## config.mk

```make
export PLATFORM = sky130hd
export DESIGN_NAME = battery_voltage_to_percent
export DESIGN_NICKNAME = d
export VERILOG_FILES = /design/src/hdl/bvp_pkg.sv /design/src/hdl/battery_voltage_to_percent.sv /design/src/hdl/bvp_seg_find.sv /design/src/hdl/bvp_drop.sv
export SDC_FILE = /design/constraint.sdc
export NUM_CORES = 1
export LEC_CHECK = 0
export BUFFER_PORTS_ARGS = -buffer_cell sky130_fd_sc_hd__buf_2
export CAP_MARGIN = 10
export CORE_MARGIN = 2
export CORE_UTILIZATION = 60
export DETAILED_ROUTE_END_ITERATION = 10
export PLACE_DENSITY = 0.77
export SLEW_MARGIN = 25
export SYNTH_ARGS = -nofsm -noshare
export SYNTH_HDL_FRONTEND = slang
export SYNTH_SLANG_ARGS = --single-unit
export TNS_END_PERCENT = 100
```

## constraint.sdc

```tcl
create_clock -name aclk -period 11.98 [get_ports aclk]
set_clock_uncertainty 0.1 [all_clocks]
set_input_delay 0.599 -clock aclk [delete_from_list [all_inputs] [get_ports aclk]]
set_output_delay 0.599 -clock aclk [all_outputs]
set_load 0.02 [all_outputs]
```

## src/hdl/bvp_pkg.sv

```systemverilog
package bvp_pkg;

    localparam int TABLE_LEN   = 19;
    localparam int SEG_W       = 5;
    localparam int BRK_W       = 12;
    localparam int CMP_W       = 16;
    localparam int DIFF_W      = 6;
    localparam int MUL_W       = 9;
    localparam int NUM_W       = 17;
    localparam int RECIP_SHIFT = 23;
    localparam int RECIP_W     = 20;
    localparam int PROD_W      = NUM_W + RECIP_W;
    localparam int DROP_W      = 12;
    localparam int OUT_W       = 15;

    localparam int RECIP_ONE = 2 ** RECIP_SHIFT;

    localparam logic [OUT_W-1:0] FULL_Q8  = 15'd25600;
    localparam logic [OUT_W-1:0] FLOOR_Q8 = 15'd1280;

    // Descending breakpoints in millivolts
    localparam logic [BRK_W-1:0] BRK_MV [TABLE_LEN] = '{
        12'd4033, 12'd4002, 12'd3952, 12'd3913, 12'd3890, 12'd3863, 12'd3838,
        12'd3815, 12'd3795, 12'd3778, 12'd3757, 12'd3742, 12'd3724, 12'd3706,
        12'd3684, 12'd3663, 12'd3644, 12'd3627, 12'd3594
    };

    // ceil(2^RECIP_SHIFT / span) for the segment ending at each breakpoint
    localparam logic [RECIP_W-1:0] SEG_RECIP [TABLE_LEN] = '{
        20'd0,
        RECIP_W'((RECIP_ONE + (4033 - 4002) - 1) / (4033 - 4002)),
        RECIP_W'((RECIP_ONE + (4002 - 3952) - 1) / (4002 - 3952)),
        RECIP_W'((RECIP_ONE + (3952 - 3913) - 1) / (3952 - 3913)),
        RECIP_W'((RECIP_ONE + (3913 - 3890) - 1) / (3913 - 3890)),
        RECIP_W'((RECIP_ONE + (3890 - 3863) - 1) / (3890 - 3863)),
        RECIP_W'((RECIP_ONE + (3863 - 3838) - 1) / (3863 - 3838)),
        RECIP_W'((RECIP_ONE + (3838 - 3815) - 1) / (3838 - 3815)),
        RECIP_W'((RECIP_ONE + (3815 - 3795) - 1) / (3815 - 3795)),
        RECIP_W'((RECIP_ONE + (3795 - 3778) - 1) / (3795 - 3778)),
        RECIP_W'((RECIP_ONE + (3778 - 3757) - 1) / (3778 - 3757)),
        RECIP_W'((RECIP_ONE + (3757 - 3742) - 1) / (3757 - 3742)),
        RECIP_W'((RECIP_ONE + (3742 - 3724) - 1) / (3742 - 3724)),
        RECIP_W'((RECIP_ONE + (3724 - 3706) - 1) / (3724 - 3706)),
        RECIP_W'((RECIP_ONE + (3706 - 3684) - 1) / (3706 - 3684)),
        RECIP_W'((RECIP_ONE + (3684 - 3663) - 1) / (3684 - 3663)),
        RECIP_W'((RECIP_ONE + (3663 - 3644) - 1) / (3663 - 3644)),
        RECIP_W'((RECIP_ONE + (3644 - 3627) - 1) / (3644 - 3627)),
        RECIP_W'((RECIP_ONE + (3627 - 3594) - 1) / (3627 - 3594))
    };

    typedef struct packed {
        logic [OUT_W-1:0] base_q8;
        logic [SEG_W-1:0] seg;
        logic             flat;
    } seg_sel_t;

    typedef struct packed {
        logic [OUT_W-1:0]  base_q8;
        logic [DROP_W-1:0] drop_q8;
    } drop_res_t;

    // Segment base in Q.8: 100 percent less 5 percent per segment
    function automatic logic [OUT_W-1:0] seg_base_q8(input logic [SEG_W-1:0] seg);
        logic [OUT_W-1:0] steps;
        steps = OUT_W'(seg) - OUT_W'(1);
        return FULL_Q8 - ((steps << 10) + (steps << 8));
    endfunction

endpackage

```

## src/hdl/battery_voltage_to_percent.sv

```systemverilog
// Channel   Ports                               Direction  Content
// input     s_valid, s_ready, s_voltage_mv      in         voltage sample, mV
// result    m_valid, m_ready, m_percent_q8      out        charge, percent x 256
//
// Four register stages: segment search, numerator, reciprocal multiply,
// output subtract. One transfer can enter every cycle while m_ready does not stall the output.
// The rate is set by the single 17 x 20 reciprocal multiplier, one per cycle.
// aresetn is synchronous, active low, and clears the valid bits only.
// A stall on m_ready holds every full stage in place; empty stages still fill.
module battery_voltage_to_percent
    import bvp_pkg::*;
#(
    parameter int NUM_POINTS = 19,
    parameter int VOLT_BITS  = 13
) (
    input  logic                 aclk,
    input  logic                 aresetn,
    input  logic                 s_valid,
    output logic                 s_ready,
    input  logic [VOLT_BITS-1:0] s_voltage_mv,
    output logic                 m_valid,
    input  logic                 m_ready,
    output logic [OUT_W-1:0]     m_percent_q8
);

    logic                 sf_valid;
    logic                 sf_ready;
    logic [VOLT_BITS-1:0] sf_volt;
    seg_sel_t             sf_sel;

    logic                 dr_valid;
    logic                 dr_ready;
    drop_res_t            dr_res;

    logic                 out_vld_reg;
    logic [OUT_W-1:0]     out_pct_reg;
    logic [OUT_W-1:0]     out_pct_next;
    logic                 out_adv;

    // Stage A: find the segment the sample falls in
    bvp_seg_find #(
        .NUM_POINTS (NUM_POINTS),
        .VOLT_BITS  (VOLT_BITS)
    ) u_seg_find (
        .aclk      (aclk),
        .aresetn   (aresetn),
        .in_valid  (s_valid),
        .in_ready  (s_ready),
        .in_volt   (s_voltage_mv),
        .out_valid (sf_valid),
        .out_ready (sf_ready),
        .out_volt  (sf_volt),
        .out_sel   (sf_sel)
    );

    // Stages B and C: interpolated drop via reciprocal of the segment span
    bvp_drop #(
        .NUM_POINTS (NUM_POINTS),
        .VOLT_BITS  (VOLT_BITS)
    ) u_drop (
        .aclk      (aclk),
        .aresetn   (aresetn),
        .in_valid  (sf_valid),
        .in_ready  (sf_ready),
        .in_volt   (sf_volt),
        .in_sel    (sf_sel),
        .out_valid (dr_valid),
        .out_ready (dr_ready),
        .out_res   (dr_res)
    );

    // Stage D: subtract the drop from the segment base; hold until taken
    assign out_adv      = !out_vld_reg || m_ready;
    assign dr_ready     = out_adv;
    assign out_pct_next = dr_res.base_q8 - OUT_W'(dr_res.drop_q8);

    always_ff @(posedge aclk) begin
        if (!aresetn) begin
            out_vld_reg <= 1'b0;
        end else if (out_adv) begin
            out_vld_reg <= dr_valid;
        end
    end

    always_ff @(posedge aclk) begin
        if (out_adv && dr_valid) begin
            out_pct_reg <= out_pct_next;
        end
    end

    assign m_valid      = out_vld_reg;
    assign m_percent_q8 = out_pct_reg;

endmodule

```

## src/hdl/bvp_seg_find.sv

```systemverilog
module bvp_seg_find
    import bvp_pkg::*;
#(
    parameter int NUM_POINTS = 19,
    parameter int VOLT_BITS  = 13
) (
    input  logic                 aclk,
    input  logic                 aresetn,
    input  logic                 in_valid,
    output logic                 in_ready,
    input  logic [VOLT_BITS-1:0] in_volt,
    output logic                 out_valid,
    input  logic                 out_ready,
    output logic [VOLT_BITS-1:0] out_volt,
    output seg_sel_t             out_sel
);

    localparam int NPTS = (NUM_POINTS > TABLE_LEN) ? TABLE_LEN :
                          (NUM_POINTS < 2) ? 2 : NUM_POINTS;

    logic                 vld_reg;
    logic [VOLT_BITS-1:0] volt_reg;
    seg_sel_t             sel_reg;
    seg_sel_t             sel_next;
    logic                 adv;

    assign adv      = !vld_reg || out_ready;
    assign in_ready = adv;

    // Compare against every breakpoint at once; the lowest index hit wins
    always_comb begin
        logic [CMP_W-1:0] vx;
        logic             hit;
        logic             full;
        logic [SEG_W-1:0] seg;
        vx   = CMP_W'(in_volt);
        hit  = 1'b0;
        seg  = SEG_W'(1);
        full = vx > CMP_W'(BRK_MV[0]);
        for (int k = TABLE_LEN - 1; k >= 1; k--) begin
            if (k < NPTS && vx > CMP_W'(BRK_MV[k])) begin
                hit = 1'b1;
                seg = SEG_W'(k);
            end
        end
        sel_next.seg  = seg;
        sel_next.flat = full || !hit;
        if (full) begin
            sel_next.base_q8 = FULL_Q8;
        end else if (!hit) begin
            sel_next.base_q8 = FLOOR_Q8;
        end else begin
            sel_next.base_q8 = seg_base_q8(seg);
        end
    end

    always_ff @(posedge aclk) begin
        if (!aresetn) begin
            vld_reg <= 1'b0;
        end else if (adv) begin
            vld_reg <= in_valid;
        end
    end

    always_ff @(posedge aclk) begin
        if (adv && in_valid) begin
            volt_reg <= in_volt;
            sel_reg  <= sel_next;
        end
    end

    assign out_valid = vld_reg;
    assign out_volt  = volt_reg;
    assign out_sel   = sel_reg;

endmodule

```

## src/hdl/bvp_drop.sv

```systemverilog
module bvp_drop
    import bvp_pkg::*;
#(
    parameter int NUM_POINTS = 19,
    parameter int VOLT_BITS  = 13
) (
    input  logic                 aclk,
    input  logic                 aresetn,
    input  logic                 in_valid,
    output logic                 in_ready,
    input  logic [VOLT_BITS-1:0] in_volt,
    input  seg_sel_t             in_sel,
    output logic                 out_valid,
    input  logic                 out_ready,
    output drop_res_t            out_res
);

    localparam int NPTS = (NUM_POINTS > TABLE_LEN) ? TABLE_LEN :
                          (NUM_POINTS < 2) ? 2 : NUM_POINTS;
    localparam logic [SEG_W-1:0] LAST_SEG = SEG_W'(NPTS - 1);

    // Stage B: scaled numerator
    logic              b_vld_reg;
    logic              b_adv;
    logic [NUM_W-1:0]  b_num_reg;
    logic [NUM_W-1:0]  b_num_next;
    logic [SEG_W-1:0]  b_seg_reg;
    logic [OUT_W-1:0]  b_base_reg;

    // Stage C: reciprocal product
    logic              c_vld_reg;
    logic              c_adv;
    drop_res_t         c_res_reg;
    drop_res_t         c_res_next;

    assign c_adv    = !c_vld_reg || out_ready;
    assign b_adv    = !b_vld_reg || c_adv;
    assign in_ready = b_adv;

    always_comb begin
        logic [CMP_W-1:0]  diff;
        logic [DIFF_W-1:0] d;
        logic [MUL_W-1:0]  m;
        diff = CMP_W'(BRK_MV[in_sel.seg - SEG_W'(1)]) - CMP_W'(in_volt);
        d    = in_sel.flat ? '0 : diff[DIFF_W-1:0];
        if (in_sel.seg == LAST_SEG) begin
            m = (MUL_W'(d) << 3) + (MUL_W'(d) << 1);
        end else begin
            m = (MUL_W'(d) << 2) + MUL_W'(d);
        end
        b_num_next = {m, 8'b0};
    end

    always_comb begin
        logic [PROD_W-1:0] prod;
        prod = PROD_W'(b_num_reg) * PROD_W'(SEG_RECIP[b_seg_reg]);
        c_res_next.base_q8 = b_base_reg;
        c_res_next.drop_q8 = prod[RECIP_SHIFT +: DROP_W];
    end

    always_ff @(posedge aclk) begin
        if (!aresetn) begin
            b_vld_reg <= 1'b0;
            c_vld_reg <= 1'b0;
        end else begin
            if (b_adv) begin
                b_vld_reg <= in_valid;
            end
            if (c_adv) begin
                c_vld_reg <= b_vld_reg;
            end
        end
    end

    always_ff @(posedge aclk) begin
        if (b_adv && in_valid) begin
            b_num_reg  <= b_num_next;
            b_seg_reg  <= in_sel.seg;
            b_base_reg <= in_sel.base_q8;
        end
        if (c_adv && b_vld_reg) begin
            c_res_reg <= c_res_next;
        end
    end

    assign out_valid = c_vld_reg;
    assign out_res   = c_res_reg;

endmodule

```

==> results of run 1 <==
per-layer routing:
layer,vias up,share of wire
met5,-,0
met3,16,0.073
met4,0,0.0073
met1,3552,0.44
li1,3567,-
met2,269,0.48
synthesized netlist by cell type (all sizes together) (5+ instances only):
library cell | n | area, um2
and2 | 64 | 405
inv | 139 | 522
edfxtp | 74 | 2220
fa | 127 | 2540
nor3 | 17 | 85.1
a31oi | 13 | 81.3
or2 | 8 | 50.1
o21ai | 44 | 224
o31ai | 6 | 58.8
a211oi | 9 | 67.6
xor2 | 21 | 184
o21a | 5 | 45.0
clkbuf | 36 | 135
a21oi | 54 | 289
buf | 8 | 36.3
ha | 78 | 976
nand3 | 11 | 55.1
nor2b | 20 | 125
a21o | 12 | 90.1
nor2 | 56 | 210
xnor2 | 27 | 236
a41oi | 5 | 43.8
nand2 | 172 | 646
nand2b | 13 | 81.3
cell type report:
| class | count | area [um2] | area share |
|---|---|---|---|
| Multi-Input combinational cell | 823 | 7040 | 0.662 |
| Sequential cell | 78 | 2300 | 0.216 |
| Inverter | 139 | 522 | 0.0491 |
| Tap cell | 220 | 275 | 0.0259 |
| Clock buffer | 9 | 225 | 0.0212 |
| Timing Repair Buffer | 36 | 188 | 0.0176 |
| Clock inverter | 7 | 80.1 | 0.00753 |
| Antenna cell | 1 | 2.50 | 0.000235 |
stage by stage:
step	util	area (um2)	hold slack [ps]	power, mW
5_1_grt	0.646	10600	324	1.95
3_3_place_gp	0.626	10300	301	1.44
4_1_cts	0.646	10600	319	1.78
3_5_place_dp	0.627	10300	305	1.48
2_1_floorplan	-	10000	300	1.26
6_report	0.646	10600	315	1.77
path summary, 6_finish.rpt:
kind                                   startpoint                             end  depth (start not counted)
max                 u_drop.b_seg_reg[3]$_DFFE_PP_     u_drop.out_res[6]$_DFFE_PP_                         20
max reg2reg         u_drop.b_seg_reg[3]$_DFFE_PP_     u_drop.out_res[6]$_DFFE_PP_                         20
min          u_seg_find.out_sel[14]$_SDFFCE_PP0P_  u_drop.b_base_reg[8]$_DFFE_PP_                          0
min reg2reg  u_seg_find.out_sel[14]$_SDFFCE_PP0P_  u_drop.b_base_reg[8]$_DFFE_PP_                          0
report_power, final:
part | switching [mW] | internal, mW
clock network | 0.112 | 0.164
registers | 0.0497 | 0.380
logic | 0.585 | 0.475
total | 0.747 | 1.02
cell families after synthesis:
kind of cell | Yosys count
adder cells (fa/ha/maj) | 206
flip-flops | 78
AO/OA/AOI/OAI | 177
AND/OR/NAND/NOR | 385
XOR/XNOR | 48
multiplexers | 6
buffers and inverters | 183
other | 1
==> results.tsv, run 1 <==
stage	metric	value	unit
grt	grtUsageMet3	0.0487	
grt	grt_pass1_wl	35000	um
sta	finalCriticalPeriod	6790	ps
layout	num-fill-cells	1352	
sta	setup_ws	5190	ps
yosys	ys_types	68	
yosys	synth-edff-count	74	
yosys	postSynthCellCount	1084	
setup_path	start_kind	register	
layout	final_common_cell	nand2_1	
pwr	leakage	4.83	nW
floorplanning	die_x	133	um
yosys	synth-compound-area-share	0.113	
sta	setup_viol	0	
grt	first_global_vias	7114	
clocking	clock-root-buffer	clkbuf_16	
flow_run	drv_cap	0	
layout	final_cell_mix	nand2_1 (172), inv_1 (138), fa_1 (127)	
setup_path	critPathBufInv	1	
placement	pre_cts_slack	5220	ps
layout	layout-drive-gt1-share	0.0705	
pwr	p_per_area	166	nW/um2
clocking	cts_buffers	9	
detailed_routing	drtIter0Drc	538	
placement	dp.cells	1296	
yosys	synth_fp_nets	1306	
setup_path	criticalPathCategory	reg2reg	
sta	fmax	0.147	GHz
setup_path	max_stage_delay	900	ps
detailed_routing	postRouteAntennaNets	0	
placement	gp_congestion	0.925	
yosys	synth_warnings	0	
floorplanning	chipHeight	133	um
sta	hold_viol_final	0	
setup_path	rrSetupSlack	5190	ps
detailed_routing	wire_per_inst	15.7	um
yosys	yosys.area_share.adder	0.353	
setup_path	critPathRequiredTime	11970	ps
clocking	cts-resized-gates	0	
floorplanning	rows	47	
clocking	htreeDepth	3	
sta	slew_viol_final	0	
detailed_routing	drt-total-wl	20600	um
grt	antenna_found_initial	1	
floorplanning	core	16500	um2
sta	relSlewSlack	0.372	
layout	final_cell_count_no_fill	1313	
yosys	synth-main-ff-cell	edfxtp_1	
yosys	synth_mux_area_frac	0.00738	
floorplanning	io_pins	34	
run_status	status	complete, no violations	
yosys	synth_top_family_by_area	adder cells	
clocking	clkSlewWorstSetupHoldPaths	60	ps
sta	period_share	0.567	
setup_path	path_common_cell	fa_1	
clocking	clkSinkCount	78	
setup_path	path_cells	nand2_1 -> a21oi_1 -> a211oi_1 -> a21oi_1 -> nand2_1 -> fa_1 -> inv_1 -> fa_1 -> fa_1 -> fa_1 -> ha_1 -> a211oi_1 -> o21ai_0 -> a41oi_1 -> o21ai_0 -> a21oi_2 -> and2b_1 -> nor2_1 -> nor2b_1 -> o31a_1	
yosys	synth_xor_area_frac	0.0420	
detailed_routing	viasPerCell	5.64	
grt	grt_overflow	0	
pwr	ir_drop	0.102	mV
clocking	postCtsSetupBuffers	0	
sta	tightest_slew	942	ps
setup_path	cp_max_fo	29	
setup_path	cp_data_arrival_time	6780	ps
detailed_routing	drt_pass1_iterations	5	
grt	grt_max_degree	30	
yosys	async_reset_ff_frac	0	
placement	port-buffer-count	33	
yosys	synth-seq-cells	78	
clocking	clock_latency	340	ps
yosys	synth_seq_area_share	0.230	
placement	dp_hpwl	15700	um
floorplanning	fp.dieArea	17700	um2
detailed_routing	route.vias.total	7404	
grt	busiest_layer	met2	
worst_hold_path	worstHoldPathType	reg2reg	
grt	grt_usage	0.245	
setup_path	cp_slowest_cell	edfxtp_1	
yosys	yosys.area_share.simple	0.185	
grt	use_met1	0.354	
clocking	cts_hold_buffers	0	
sta	fin_setup_tns	0	ps
layout	largest_reg_flops	19	
setup_path	cpLargestDelayFamily	adder cells	
layout	area_delta_synth_final	6.30	%
clocking	clk_path_buf_depth	2	
floorplanning	initial_core_util	0.608	
sta	rsz0062_at_grt	no	
detailed_routing	drcViolationCount	0	
layout	finalNetCount	1309	
setup_path	crit_path_end_kind	register	
yosys	syn_area	10000	um2
grt	use_met2	0.393	
clocking	cts_tree	done	
yosys	synth.avg_cell_area	9.23	um2
Power figures use the tool's default switching activity.
==> run 2, diff against run 1 <==
--- a/config.mk
+++ b/config.mk
@@ -5,12 +5,13 @@
 export SDC_FILE = /design/constraint.sdc
 export NUM_CORES = 1
 export LEC_CHECK = 0
+export ABC_AREA = 1
 export BUFFER_PORTS_ARGS = -buffer_cell sky130_fd_sc_hd__buf_2
 export CAP_MARGIN = 10
 export CORE_MARGIN = 2
-export CORE_UTILIZATION = 60
+export CORE_UTILIZATION = 59
 export DETAILED_ROUTE_END_ITERATION = 10
-export PLACE_DENSITY = 0.77
+export PLACE_DENSITY = 0.79
 export SLEW_MARGIN = 25
 export SYNTH_ARGS = -nofsm -noshare
 export SYNTH_HDL_FRONTEND = slang
==> constraint.sdc (replaced) <==
create_clock -name aclk -period 6.2 [get_ports aclk]
set_clock_uncertainty 0.1 [all_clocks]
set_input_delay 0.31 -clock aclk [delete_from_list [all_inputs] [get_ports aclk]]
set_output_delay 0.31 -clock aclk [all_outputs]
set_load 0.02 [all_outputs]
==> run 2 against run 1 <==
  * Hold slack lost 180 ps
  * Setup slack lost 4900 ps
  * Total power increased to 2.7 times the previous value
  * Critical path type unchanged
  * Largest power group unchanged
  * Highest routed layer unchanged
==> results.tsv, run 2 <==
stage	metric	value	unit
layout	final_cell_mix	nand2_1 (265), inv_1 (236), nor2_1 (136)	
placement	gp_congestion	0.997	
placement	port-buffer-count	33	
sta	setup_viol	0	
clocking	clock-root-buffer	clkbuf_16	
yosys	synth-edff-count	74	
detailed_routing	drt_pass1_iterations	5	
floorplanning	core	17300	um2
detailed_routing	drcViolationCount	0	
yosys	synth.most_common_cell	nand2_1	
yosys	syn_area	10400	um2
clocking	cts_hold_buffers	0	
sta	tightest_slew	812	ps
detailed_routing	route.vias.total	8698	
sta	fin_setup_tns	0	ps
clocking	clkSinkCount	78	
layout	fin_util	0.644	
yosys	synth.avg_cell_area	8.17	um2
yosys	ys_top_cells_by_count	nand2_1 (265), inv_1 (238), nor2_1 (138), fa_1 (127), ha_1 (78)	
floorplanning	rows	48	
sta	setup_ws	265	ps
layout	layout-drive-gt1-share	0.100	
yosys	postSynthCellCount	1277	
floorplanning	fp.dieArea	18800	um2
clocking	clock_latency	350	ps
layout	final_common_cell	nand2_1	
yosys	synth_top_area_frac	0.244	
placement	dp_hpwl	20800	um
layout	multi_input_area	7050	um2
detailed_routing	wire_per_inst	16.8	um
grt	antenna_found_initial	0	
pwr	p_per_area	433	nW/um2
layout	largest_reg_flops	19	
layout	finalNetCount	1527	
clocking	clkSlewWorstSetupHoldPaths	60	ps
setup_path	critPathRequiredTime	6190	ps
worst_hold_path	worstHoldPathType	in2reg	
grt	first_global_vias	8810	
yosys	synth-seq-cells	78	
yosys	synth_fp_nets	1499	
pwr	leakage	5.50	nW
setup_path	cp_slowest_cell	fa_1	
clocking	htreeDepth	3	
floorplanning	initial_core_util	0.604	
setup_path	cp_max_fo	7	
sta	relSlewSlack	0.458	
sta	slew_viol_final	0	
detailed_routing	drtIter0Drc	668	
setup_path	cp_data_arrival_time	5920	ps
layout	regArea	2300	um2
floorplanning	chipHeight	137	um
detailed_routing	viasPerCell	5.67	
clocking	clk_path_buf_depth	2	
detailed_routing	postRouteAntennaNets	0	
grt	grt_overflow	0	
yosys	synth_seq_area_share	0.221	
layout	num-fill-cells	1468	
layout	final_cell_count_no_fill	1535	
grt	grt_usage	0.291	
clocking	cts_buffers	9	
setup_path	path_cells	inv_1 -> ha_1 -> inv_1 -> ha_1 -> nor2_1 -> nor2_1 -> o21ai_2 -> nand2_1 -> fa_1 -> inv_1 -> fa_1 -> fa_1 -> fa_1 -> ha_1 -> nand4_1 -> nor3_4 -> nand2_1 -> o31ai_2 -> nand4_1 -> nand3_1 -> xnor2_1	
layout	area_delta_synth_final	6.77	%
setup_path	path_common_cell	fa_1	
setup_path	start_kind	register	
yosys	synth-main-ff-cell	edfxtp_1	
yosys	yosysTopAreaCell	fa_1	
clocking	cts_tree	done	
run_status	status	complete, no violations	
setup_path	cpLargestDelayFamily	adder cells	
placement	pre_cts_slack	197	ps
setup_path	criticalPathCategory	reg2reg	
floorplanning	io_pins	34	
setup_path	critPathBufInv	3	
placement	dp.cells	1514	
yosys	ys_types	57	
sta	finalCriticalPeriod	5930	ps
yosys	async_reset_ff_frac	0	
sta	fmax	0.169	GHz
grt	grt_pass1_wl	42400	um
flow_run	drv_cap	0	
yosys	synth_warnings	0	
grt	grt_max_degree	22	
detailed_routing	drt-total-wl	25800	um
setup_path	max_stage_delay	560	ps
sta	period_share	0.957	
layout	diodes	0	
pwr	ir_drop	0.522	mV
floorplanning	die_x	137	um
setup_path	crit_path_end_kind	register	
yosys	synth.area.top_cells	fa_1 (24%), edfxtp_1 (21%), nand2_1 (9.5%), ha_1 (9.3%), inv_1 (8.6%)	
sta	hold_viol_final	0	
## run 2: cell count changes in the layout (fill, tap and decap cells not counted), sizes merged, moves of 10 or more
| cell | change |
|---|---|
| and2 | -64 |
| inv | +120 |
| nand3 | +31 |
| nand4 | +14 |
| nor2 | +94 |
| nand2 | +101 |
| o21ai | +18 |
| a21o | -12 |
| nor2b | -20 |
| xnor2 | -10 |
| nand2b | -13 |
## run 2: tightest hold or removal path, cell delays in order
cell and delay [ps]:
buf_2 100, inv_1 60, a21oi_1 60
## run 2: report_power, final
| part | internal, mW | switching [mW] | leakage, nW | total, mW |
|---|---|---|---|---|
| logic | 1.31 | 2.15 | 4.64 | 3.47 |
| clock network | 0.275 | 0.222 | 0.138 | 0.496 |
| registers | 0.794 | 0.0675 | 0.727 | 0.862 |
| total | 2.38 | 2.44 | 5.50 | 4.82 |
## run 2: stage by stage
stage | cell area [um2] | hold WS (ps) | total power [mW]
global placement | 10800 | 300 | 4.01
CTS | 11100 | 125 | 4.70
finish | 11100 | 136 | 4.82
detailed placement | 10800 | 305 | 4.16
global route | 11100 | 149 | 5.26
floorplan | 10400 | 300 | 3.37
## run 2: cell families after synthesis
logic type | after synthesis | synth area share
DFF | 78 | 0.221
and+or+nand+nor | 510 | 0.212
other | 1 | 0.000359
buffers and inverters | 288 | 0.108
xor gates and xnor gates | 40 | 0.0343
adders and majority gates | 205 | 0.337
AOI/OAI and AO/OA | 155 | 0.0877
## run 2: repair_timing
action	CTS	global route
setup buffers	0	5
endpoints found under the hold margin	0	0
setup endpoints to repair	0	6
resized for setup	0	11
## run 2: cell type report
class                      count  area share
multi-input combinational    911       0.632
sequential                    78       0.207
clock buffer                  10      0.0205
inverter                     262      0.0894
tap                          225      0.0253
timing repair buffer          43      0.0216
clock inverter                 6     0.00427
## run 2: path summary, 6_finish.rpt
kind	start	end	slack, ps	cells past startpoint
max reg2reg	u_drop.b_seg_reg[0]$_DFFE_PP_	u_drop.out_res[11]$_DFFE_PP_	270	21
max	u_drop.b_seg_reg[0]$_DFFE_PP_	u_drop.out_res[11]$_DFFE_PP_	270	21
min reg2reg	u_drop.b_base_reg[13]$_DFFE_PP_	u_drop.out_res[25]$_DFFE_PP_	310	0
min	s_valid	u_seg_find.out_valid$_SDFFE_PN0N_	140	3
## run 2: metal layers
metal,vias to the layer above,share of wire,global-route usage
met5,-,0,0
met4,0,0.040,0.126
met3,87,0.067,0.0474
met2,390,0.50,0.514
met1,4144,0.39,0.351
li1,4077,-,-
==> run 3, diff against run 2 <==
--- a/config.mk
+++ b/config.mk
@@ -12,8 +12,10 @@
 export CORE_UTILIZATION = 59
 export DETAILED_ROUTE_END_ITERATION = 10
 export PLACE_DENSITY = 0.79
+export REMOVE_ABC_BUFFERS = 1
 export SLEW_MARGIN = 25
 export SYNTH_ARGS = -nofsm -noshare
 export SYNTH_HDL_FRONTEND = slang
+export SYNTH_HIERARCHICAL = 1
 export SYNTH_SLANG_ARGS = --single-unit
 export TNS_END_PERCENT = 100
==> run 3 against run 2 <==
  * Sequential cell count up 16
  * Setup slack better by 190 ps
  * Synthesized area up 14%
  * Via count up 14%
  * Critical path depth unchanged
  * Fmax up 3.3%
  * Clock power up 11%
  * Synthesized cell count up 19%
  * Die area up 13%
  * Utilization down 0.28 points
  * Critical path type unchanged
  * Critical endpoint is now u_drop/out_res[6]$_DFFE_PP_
  * Largest cell class unchanged
==> results.tsv, run 3 <==
stage	metric	value	unit
clocking	clock-root-buffer	clkbuf_16	
floorplanning	chipHeight	146	um
pwr	ir_drop	0.241	mV
detailed_routing	wire_per_inst	15.3	um
yosys	synth.avg_cell_area	7.81	um2
detailed_routing	wl_met1	11600	um
setup_path	cp_data_arrival_time	5750	ps
clocking	clkSlewWorstSetupHoldPaths	70	ps
grt	antenna_found_initial	0	
placement	placed_cell_area	12200	um2
floorplanning	rows	51	
setup_path	cp_max_fo	11	
detailed_routing	maxUsedRoutingLayer	met4	
sta	hold_slack	104	ps
layout	largest_reg_flops	27	
yosys	postSynthCellCount	1520	
floorplanning	die_x	146	um
yosys	syn_area	11900	um2
sta	relSlewSlack	0.520	
detailed_routing	drtIter0Drc	696	
floorplanning	fp.dieArea	21300	um2
clocking	cts_buffers	9	
clocking	clkSinkCount	94	
layout	area_delta_synth_final	5.87	%
worst_hold_path	worstHoldPathType	in2reg	
placement	dp_hpwl	22700	um
sta	hold_viol_final	0	
grt	first_global_vias	10156	
sta	setup_viol	0	
clocking	postCtsSetupBuffers	0	
flow_run	drv_cap	0	
detailed_routing	drt_pass1_iterations	5	
detailed_routing	viasPerCell	5.46	
run_status	status	complete, no violations	
floorplanning	core	19600	um2
floorplanning	initial_core_util	0.606	
detailed_routing	wl_met2	13600	um
pwr	p_per_area	353	nW/um2
layout	final_cell_count_no_fill	1815	
sta	period_share	0.926	
clocking	clk_path_buf_depth	2	
detailed_routing	postRouteAntennaNets	0	
grt	grt_pass1_wl	47400	um
yosys	synth_warnings	6	
placement	dp.cells	1799	
floorplanning	io_pins	34	
pwr	leakage	6.42	nW
setup_path	crit_path_end_kind	register	
layout	finalNetCount	1774	
setup_path	critPathRequiredTime	6200	ps
layout	final_common_cell	nand2_1	
setup_path	start_kind	register	
layout	design_area	12600	um2
pwr	power	4.43	mW
sta	fmax	0.174	GHz
sta	rsz0062_at_grt	no	
clocking	htreeDepth	3	
sta	tightest_slew	720	ps
grt	grt_max_degree	30	
detailed_routing	drcViolationCount	0	
placement	gp_congestion	0.962	
layout	final_cell_mix	nand2_1 (336), inv_1 (314), nor2_1 (192)	
detailed_routing	drt-total-wl	27800	um
detailed_routing	route.vias.total	9915	
sta	slew_viol_final	0	
setup_path	criticalPathCategory	reg2reg	
layout	layout-drive-gt1-share	0.0748	
grt	grt_usage	0.274	
placement	port-buffer-count	33	
clocking	clock_latency	360	ps
clocking	cts_tree	done	
grt	grt_overflow	0	
layout	num-fill-cells	1720	
sta	fin_setup_tns	0	ps
detailed_routing	met3_length	1810	um
layout	diodes	0	
sta	finalCriticalPeriod	5740	ps
## run 3: area by class of cell
cell class | count | area [um2] | area share
sequential | 94 | 2780 | 0.221
clock inverter | 7 | 75.1 | 0.00597
inverter | 327 | 1230 | 0.0978
timing repair buffer | 36 | 188 | 0.0149
clock buffer | 9 | 225 | 0.0179
multi-input combinational | 1077 | 7740 | 0.616
tap | 265 | 332 | 0.0264
## run 3: path summary, 6_finish.rpt
kind | start | cells past startpoint | slack [ps] | to
max | u_drop/b_seg_reg[2]$_DFFE_PP_ | 21 | 460 | u_drop/out_res[6]$_DFFE_PP_
min | aresetn | 3 | 100 | u_drop/out_valid$_SDFFE_PN0P_
max reg2reg | u_drop/b_seg_reg[2]$_DFFE_PP_ | 21 | 460 | u_drop/out_res[6]$_DFFE_PP_
min reg2reg | u_seg_find/out_sel[17]$_SDFFCE_PP0P_ | 0 | 320 | u_drop/b_base_reg[11]$_DFFE_PP_
## run 3: metrics by stage
step	utilization	worst slack [ps]
3_3_place_gp	0.625	356
2_1_floorplan	-	986
5_1_grt	0.642	34.6
4_1_cts	0.640	255
6_report	0.642	457
3_5_place_dp	0.625	242
## run 3: critical path, stage by stage, from the launching register on
cell,delay [ps]
edfxtp_1,560
inv_2,200
nand2_1,210
nor2_1,60
inv_1,90
nand3_1,190
o21ai_2,280
inv_1,170
nor2_1,150
fa_1,470
fa_1,520
fa_1,540
inv_1,50
fa_1,530
inv_1,40
ha_1,320
a21oi_1,180
o21ai_0,150
o21bai_1,190
a211oi_1,210
o21ai_0,130
xor2_1,160
## run 3: per-layer routing
metal  up-vias  GRT usage
li1       4772          -
met1      4731      0.351
met2       344      0.471
met3        68     0.0502
met4         0     0.0922
met5         -          0
## run 3: where the power goes
part           internal (mW)  total [mW]  switching [mW]
logic                   1.08        2.98            1.90
registers              0.864       0.907          0.0437
clock network          0.286       0.552           0.266
total                   2.22        4.43            2.21
## run 3: what timing repair did
item | 4_1_cts | 5_1_grt
endpoints found under the setup margin | 0 | 10
hold buffers | 0 | 0
gates resized for setup | 0 | 5
